`config.mk`:
```
export PLATFORM = sky130hd
export DESIGN_NAME = operating_region_safety_monitor_unit
export DESIGN_NICKNAME = d
export VERILOG_FILES = /design/src/design/orsm_pkg.sv /design/src/design/orsm_eval.sv /design/src/design/operating_region_safety_monitor_unit.sv
export SDC_FILE = /design/constraint.sdc
export NUM_CORES = 1
export LEC_CHECK = 0
export BUFFER_PORTS_ARGS = -buffer_cell sky130_fd_sc_hd__buf_2
export CORE_MARGIN = 3
export CORE_UTILIZATION = 40
export CTS_CLUSTER_DIAMETER = 120
export DETAILED_ROUTE_END_ITERATION = 12
export PLACE_DENSITY = 0.55
export REMOVE_ABC_BUFFERS = 1
export SKIP_LAST_GASP = 1
export SLEW_MARGIN = 40
export SYNTH_ARGS = -nofsm -noshare
export SYNTH_HDL_FRONTEND = slang
export SYNTH_SLANG_ARGS = --single-unit
```
`constraint.sdc`:
```
create_clock -name clk_i -period 14.22 [get_ports clk_i]
set_input_delay 2.844 -clock clk_i [delete_from_list [all_inputs] [get_ports clk_i]]
set_output_delay 2.844 -clock clk_i [all_outputs]
set_load 0.02 [all_outputs]
```
`src/design/orsm_pkg.sv`:
```
package orsm_pkg;

  // Field widths
  localparam int unsigned TimeW  = 32;
  localparam int unsigned RangeW = 16;

  // Stream packing widths (padded to whole bytes)
  localparam int unsigned InDataW  = 72;
  localparam int unsigned InUserW  = 8;
  localparam int unsigned OutDataW = 40;

  // Configuration port
  localparam int unsigned CfgIdxW  = 3;
  localparam int unsigned CfgDataW = 32;

  localparam logic [CfgIdxW-1:0] RegMaxDepth    = 3'd0;
  localparam logic [CfgIdxW-1:0] RegMinAltitude = 3'd1;
  localparam logic [CfgIdxW-1:0] RegMaxMission  = 3'd2;
  localparam logic [CfgIdxW-1:0] RegEntryDwell  = 3'd3;
  localparam logic [CfgIdxW-1:0] RegExitDwell   = 3'd4;
  localparam logic [CfgIdxW-1:0] RegReqEntry    = 3'd5;

  localparam logic [TimeW-1:0] EntryDwellRst = 32'd1000;
  localparam logic [TimeW-1:0] ExitDwellRst  = 32'd500;
  localparam logic [TimeW-1:0] TimeMax       = '1;

  typedef struct packed {
    logic [RangeW-1:0] max_depth_cm;
    logic [RangeW-1:0] min_altitude_cm;
    logic [TimeW-1:0]  max_mission_ms;
    logic [TimeW-1:0]  entry_dwell_ms;
    logic [TimeW-1:0]  exit_dwell_ms;
    logic              require_entry;
  } cfg_t;

  typedef struct packed {
    logic [TimeW-1:0]  now_ms;
    logic              position_valid;
    logic              inside_region;
    logic              depth_valid;
    logic [RangeW-1:0] depth_cm;
    logic              altitude_valid;
    logic [RangeW-1:0] altitude_cm;
  } item_t;

  typedef struct packed {
    logic             first_update;
    logic [TimeW-1:0] start_ms;
    logic [TimeW-1:0] last_ms;
    logic             was_inside;
    logic [TimeW-1:0] inside_dwell_ms;
    logic [TimeW-1:0] outside_dwell_ms;
    logic             entry_flag;
  } state_t;

  typedef struct packed {
    logic             region_fault;
    logic             position_missing;
    logic             depth_fault;
    logic             altitude_fault;
    logic             timeout_fault;
    logic             entry_ok;
    logic [TimeW-1:0] time_remaining_ms;
  } result_t;

  // Saturating 32-bit add
  function automatic logic [TimeW-1:0] sat_add(input logic [TimeW-1:0] a,
                                               input logic [TimeW-1:0] b);
    logic [TimeW:0] s;
    s = {1'b0, a} + {1'b0, b};
    return s[TimeW] ? TimeMax : s[TimeW-1:0];
  endfunction

  // a - b, floored at zero
  function automatic logic [TimeW-1:0] diff_floor(input logic [TimeW-1:0] a,
                                                  input logic [TimeW-1:0] b);
    return (a >= b) ? (a - b) : '0;
  endfunction

endpackage

```
`src/design/orsm_eval.sv`:
```
module orsm_eval (
  input  orsm_pkg::cfg_t    cfg_i,
  input  orsm_pkg::item_t   item_i,
  input  orsm_pkg::state_t  state_i,
  output orsm_pkg::state_t  state_o,
  output orsm_pkg::result_t result_o
);
  import orsm_pkg::*;

  logic [TimeW-1:0] start_eff;
  logic [TimeW-1:0] delta;
  logic [TimeW-1:0] elapsed;

  // Time step and elapsed time; the first update starts the mission clock
  always_comb begin
    start_eff = state_i.first_update ? item_i.now_ms : state_i.start_ms;
    delta     = state_i.first_update ? '0 : diff_floor(item_i.now_ms, state_i.last_ms);
    elapsed   = diff_floor(item_i.now_ms, start_eff);
  end

  // Region dwell tracking and fault evaluation
  always_comb begin
    state_o              = state_i;
    state_o.first_update = 1'b0;
    state_o.start_ms     = start_eff;
    state_o.last_ms      = item_i.now_ms;

    result_o             = '0;

    if (!item_i.position_valid) begin
      result_o.position_missing = 1'b1;
    end else if (item_i.inside_region) begin
      state_o.outside_dwell_ms = '0;
      state_o.inside_dwell_ms  = state_i.was_inside ?
                                 sat_add(state_i.inside_dwell_ms, delta) : '0;
      state_o.was_inside       = 1'b1;
      if (state_o.inside_dwell_ms >= cfg_i.entry_dwell_ms) begin
        state_o.entry_flag = 1'b1;
      end
    end else begin
      state_o.inside_dwell_ms  = '0;
      state_o.outside_dwell_ms = state_i.was_inside ?
                                 '0 : sat_add(state_i.outside_dwell_ms, delta);
      state_o.was_inside       = 1'b0;
      result_o.region_fault    = (state_o.outside_dwell_ms >= cfg_i.exit_dwell_ms) &&
                                 (!cfg_i.require_entry || state_i.entry_flag);
    end

    // Depth and altitude limits; a zero limit disables the check
    if (cfg_i.max_depth_cm != '0) begin
      result_o.depth_fault = !item_i.depth_valid ||
                             (item_i.depth_cm > cfg_i.max_depth_cm);
    end
    if (cfg_i.min_altitude_cm != '0) begin
      result_o.altitude_fault = !item_i.altitude_valid ||
                                (item_i.altitude_cm < cfg_i.min_altitude_cm);
    end

    // Mission timeout
    if (cfg_i.max_mission_ms != '0) begin
      result_o.timeout_fault     = elapsed > cfg_i.max_mission_ms;
      result_o.time_remaining_ms = diff_floor(cfg_i.max_mission_ms, elapsed);
    end

    result_o.entry_ok = state_o.entry_flag;
  end

endmodule

```
`src/design/operating_region_safety_monitor_unit.sv`:
```
// Operating-region safety monitor.
// Input stream (s_axis_*): one navigation update per item; timestamp, region
// bit and depth/altitude readings in tdata, the three reading-valid flags in
// tuser. Output stream (m_axis_*): one result item per update with the region,
// position-missing, depth, altitude and timeout flags, the entry flag and the
// mission time remaining.
// Configuration (cfg_*): index plus 32-bit data, always ready; write it only
// while no item is in flight. Indexes past the register list are ignored.
// A result passes through the input register, then the result register,
// before it is valid on m_axis. Throughput: one item per cycle while
// m_axis_tready is high, limited by the single evaluation stage that
// updates the dwell state.
// When m_axis_tready is low the result register holds, the input register
// fills, and s_axis_tready drops; nothing is lost and no bubble is added.
// Reset clears the valid flags, restores the register defaults and returns the
// monitor to its first-update state with all dwell times at zero.
module operating_region_safety_monitor_unit (
  input  logic                             clk_i,
  input  logic                             rst_ni,
  // config write channel
  input  logic                             cfg_valid_i,
  output logic                             cfg_ready_o,
  input  logic [orsm_pkg::CfgIdxW-1:0]     cfg_index_i,
  input  logic [orsm_pkg::CfgDataW-1:0]    cfg_data_i,
  // input item stream
  input  logic                             s_axis_tvalid,
  output logic                             s_axis_tready,
  // [31:0] now_ms, [32] inside_region, [48:33] depth_cm, [64:49] altitude_cm
  input  logic [orsm_pkg::InDataW-1:0]     s_axis_tdata,
  // [0] position_valid, [1] depth_valid, [2] altitude_valid
  input  logic [orsm_pkg::InUserW-1:0]     s_axis_tuser,
  // result stream
  output logic                             m_axis_tvalid,
  input  logic                             m_axis_tready,
  // [0] region_fault, [1] position_missing, [2] depth_fault, [3] altitude_fault,
  // [4] timeout_fault, [5] entry flag, [37:6] time_remaining_ms
  output logic [orsm_pkg::OutDataW-1:0]    m_axis_tdata
);
  import orsm_pkg::*;

  cfg_t    cfg_q;
  item_t   item_q;
  logic    in_valid_q;
  state_t  state_q, state_d;
  result_t res_q, res_d;
  logic    out_valid_q;
  logic    advance;
  item_t   item_in;

  // Unpack the incoming item
  always_comb begin
    item_in.now_ms         = s_axis_tdata[31:0];
    item_in.inside_region  = s_axis_tdata[32];
    item_in.depth_cm       = s_axis_tdata[48:33];
    item_in.altitude_cm    = s_axis_tdata[64:49];
    item_in.position_valid = s_axis_tuser[0];
    item_in.depth_valid    = s_axis_tuser[1];
    item_in.altitude_valid = s_axis_tuser[2];
  end

  // Pipeline handshake
  assign advance       = in_valid_q && (!out_valid_q || m_axis_tready);
  assign s_axis_tready = !in_valid_q || advance;
  assign cfg_ready_o   = 1'b1;

  // Configuration registers
  always_ff @(posedge clk_i or negedge rst_ni) begin
    if (!rst_ni) begin
      cfg_q.max_depth_cm    <= '0;
      cfg_q.min_altitude_cm <= '0;
      cfg_q.max_mission_ms  <= '0;
      cfg_q.entry_dwell_ms  <= EntryDwellRst;
      cfg_q.exit_dwell_ms   <= ExitDwellRst;
      cfg_q.require_entry   <= 1'b0;
    end else if (cfg_valid_i) begin
      unique case (cfg_index_i)
        RegMaxDepth:    cfg_q.max_depth_cm    <= cfg_data_i[RangeW-1:0];
        RegMinAltitude: cfg_q.min_altitude_cm <= cfg_data_i[RangeW-1:0];
        RegMaxMission:  cfg_q.max_mission_ms  <= cfg_data_i[TimeW-1:0];
        RegEntryDwell:  cfg_q.entry_dwell_ms  <= cfg_data_i[TimeW-1:0];
        RegExitDwell:   cfg_q.exit_dwell_ms   <= cfg_data_i[TimeW-1:0];
        RegReqEntry:    cfg_q.require_entry   <= cfg_data_i[0];
        default: ;
      endcase
    end
  end

  // Input register
  always_ff @(posedge clk_i or negedge rst_ni) begin
    if (!rst_ni) begin
      in_valid_q <= 1'b0;
    end else if (s_axis_tready) begin
      in_valid_q <= s_axis_tvalid;
    end
  end

  always_ff @(posedge clk_i) begin
    if (s_axis_tready && s_axis_tvalid) begin
      item_q <= item_in;
    end
  end

  // Evaluation stage
  orsm_eval u_eval (
    .cfg_i    (cfg_q),
    .item_i   (item_q),
    .state_i  (state_q),
    .state_o  (state_d),
    .result_o (res_d)
  );

  // Monitor state, updated once per evaluated item
  always_ff @(posedge clk_i or negedge rst_ni) begin
    if (!rst_ni) begin
      state_q.first_update     <= 1'b1;
      state_q.start_ms         <= '0;
      state_q.last_ms          <= '0;
      state_q.was_inside       <= 1'b0;
      state_q.inside_dwell_ms  <= '0;
      state_q.outside_dwell_ms <= '0;
      state_q.entry_flag       <= 1'b0;
    end else if (advance) begin
      state_q <= state_d;
    end
  end

  // Result register
  always_ff @(posedge clk_i or negedge rst_ni) begin
    if (!rst_ni) begin
      out_valid_q <= 1'b0;
    end else if (!out_valid_q || m_axis_tready) begin
      out_valid_q <= in_valid_q;
    end
  end

  always_ff @(posedge clk_i) begin
    if (advance) begin
      res_q <= res_d;
    end
  end

  assign m_axis_tvalid = out_valid_q;
  assign m_axis_tdata  = {2'b00, res_q.time_remaining_ms, res_q.entry_ok,
                          res_q.timeout_fault, res_q.altitude_fault,
                          res_q.depth_fault, res_q.position_missing,
                          res_q.region_fault};

endmodule
```
==> out/metrics.yaml <==
worstPathArrival_ps: 9590
area_growth_pct: 13.1
hold_start: "state_q[113]"
async_flop_share_pct: 71.2
portBuffers: 147
via_per_inst: 5.52
numCtsBuffers: 44
remaining_drc_errors: 0
drive_gt1_share_pct: 14.0
synth_largest_area_cell: "dfrtp_1"
reg2regPathDepth: 34
synthTopCellsByArea: "dfrtp_1 25%, edfxtp_1 13%, ha_1 13%"
cp_max_fo: 31
rsz0062_at_grt: "no"
yosysMostFrequentCell: "nand2_1"
required_ps: 14520
clock.fmax_mhz: 108
skew_ps: 21.0
period_minus_slack_ps: 9300
grt_max_degree: 75
place_congestion: 0.915
vdd_ir_drop_max_mv: 0.0957
grt_first_pass_wirelength_um: 109000
clk_pin_slew_ps: 60
grt_use_total_pct: 20.8
netlist_area_mm2: 0.0249
nets: 3172
grt_antenna_before_repair: 1
ys_seq_elements: 368
endpoint_kind: "flop"
period_share_pct: 65.4
die_h_um: 256
first_global_vias: 19800
drt_wl_total_um: 69200
cts_sinks: 368
max-slew-margin-rel_pct: 46.4
min_path_type: "flop to flop"
yosysWarnings: 0
slew_viol_final: 0
crit_top_cell: "a21o_1"
via_count: 20200
synth_area_per_cell_um2: 9.33
placeableCoreArea_mm2: 0.0610
diodes: 0
synth_seq_area_share_pct: 39.1
netlist_instances: 2672
grt_overflow_total: 0
worst_slack_ps: 4920
clockRootBuffer: "clkbuf_16"
hpwl_um: 52200
cts_setup_buffers: 0
drtIter0Drc: 1422
worstReg2RegStart: "item_q[36]"
rr_endpoint: "m_axis_tdata[5]"
worst_skew_pair.late_latency_ps: 580
setup_viol: 0
maxCapViolations: 0
synth_cell_types: 87
drtPass1Iterations: 7
p_leak_nw: 13.1
avgRoutedWirePerCell_um: 18.9
fillers: 5944
synth_common_cells: "293 x nand2_1, 253 x ha_1, 249 x dfrtp_1"
clock_path_buffers: 3
power.density_mw_per_mm2: 162
htreeDepth: 2
hold_buffers: 0
status: "complete, no violations"
hold_depth: 2
finalHoldViolations: 0
die-area_mm2: 0.0654
place_ws_ps: 4930
post_cts_resized: 0
synth-edff-count: 106
ys.flop_type: "dfrtp_1"
max_stage_delay_ps: 670
slowest_stage: "a2111oi_1"
worstSetupPathType: "flop to flop"
tightest_slew_ps: 801
cp-start-kind: "flop"
initial_utilization_pct: 40.9
cts_tree: "yes"
drtAntennaViolNets: 0
min_to: "state_q[113]"
synth_top_area_share_pct: 25.0
tns_ps: 0
chipWidth_um: 256
pin_count: 163
rows: 90
rrSetupSlack_ps: 4920
[metrics by stage]
step	hold WS (ps)	utilization, %	total power [W]	instance area [um^2]	std cells
after global placement	462	43.5	0.00329	26600	3573
after floorplan	449	-	0.00281	24500	2575
final	478	46.2	0.00456	28200	3658
after detailed placement	470	43.6	0.00333	26600	3575
after global routing	499	46.2	0.00489	28200	3658
after CTS	483	46.2	0.00460	28200	3657
[kinds of logic after synthesis]
kind of cell / synth area share, %
xor gates and xnor gates: 4.49
buffers and inverters: 4.29
adders and majority gates: 13.2
muxes: 4.36
DFF: 39.1
AOI/OAI and AO/OA: 20.5
other: 0.0301
and+or+nand+nor: 14.0
[layout by cell type (no fill, tap or decap), drive strengths merged, types with 25 or more instances in the layout]
cell type and instances:
a21o 151, a21oi 202, buf 173, clkbuf 59, dfrtp 249, edfxtp 106, ha 253, inv 179
mux2 69, mux2i 31, nand2 293, nand2b 27, nand3 39, nand4 34, nor2 167, nor2b 54
nor3 40, o21ai 242, o21bai 25, xnor2 77, xor2 51
[worst max-delay path by stage]
stage               depth (start not counted)          start              end
global route                               34     item_q[36]  m_axis_tdata[5]
global placement                           34     item_q[36]  m_axis_tdata[5]
detailed placement                         34     item_q[36]  m_axis_tdata[5]
floorplan                                   7  m_axis_tready      state_q[32]
finish                                     34     item_q[36]  m_axis_tdata[5]
CTS                                        34     item_q[36]  m_axis_tdata[5]
[state kept, by name, indices dropped and copies added, names as in the netlist]
name and cells:
state_q 131, item_q 68, m_axis_tdata 38, m_axis_tvalid 1
in_valid_q 1, cfg_q 129
[metal layers]
layer / global-route usage (%) / part of all wire, % / up-vias
li1: - / - / 9816
met1: 28.4 / 46 / 9683
met2: 33.0 / 44 / 555
met3: 3.36 / 5.6 / 142
met4: 8.38 / 4.3 / 2
met5: 0 / 0.019 / -
[area by class of cell]
class | instances | area [um^2] | area share (%)
tap | 828 | 1040 | 3.67
clock buffer | 59 | 1240 | 4.39
sequential | 368 | 9760 | 34.6
timing repair buffer | 173 | 990 | 3.51
inverter | 175 | 659 | 2.34
multi-input combinational | 2032 | 14200 | 50.3
clock inverter | 23 | 338 | 1.20
[critical path, delay by kind of cell (launching register included)]
kind,cells,cell delay [ps]
buffers and inverters,3,600
DFF,1,380
AOI/OAI and AO/OA,17,4320
and+or+nand+nor,10,2370
adders and majority gates,4,1330
[where the power goes]
group | switching, W | internal [W] | total (W)
registers | 0.000113 | 0.00130 | 0.00141
logic | 0.00115 | 0.000771 | 0.00192
clock network | 0.000475 | 0.000760 | 0.00124
total | 0.00174 | 0.00283 | 0.00456
No activity file was read; power rests on OpenSTA's default activity.
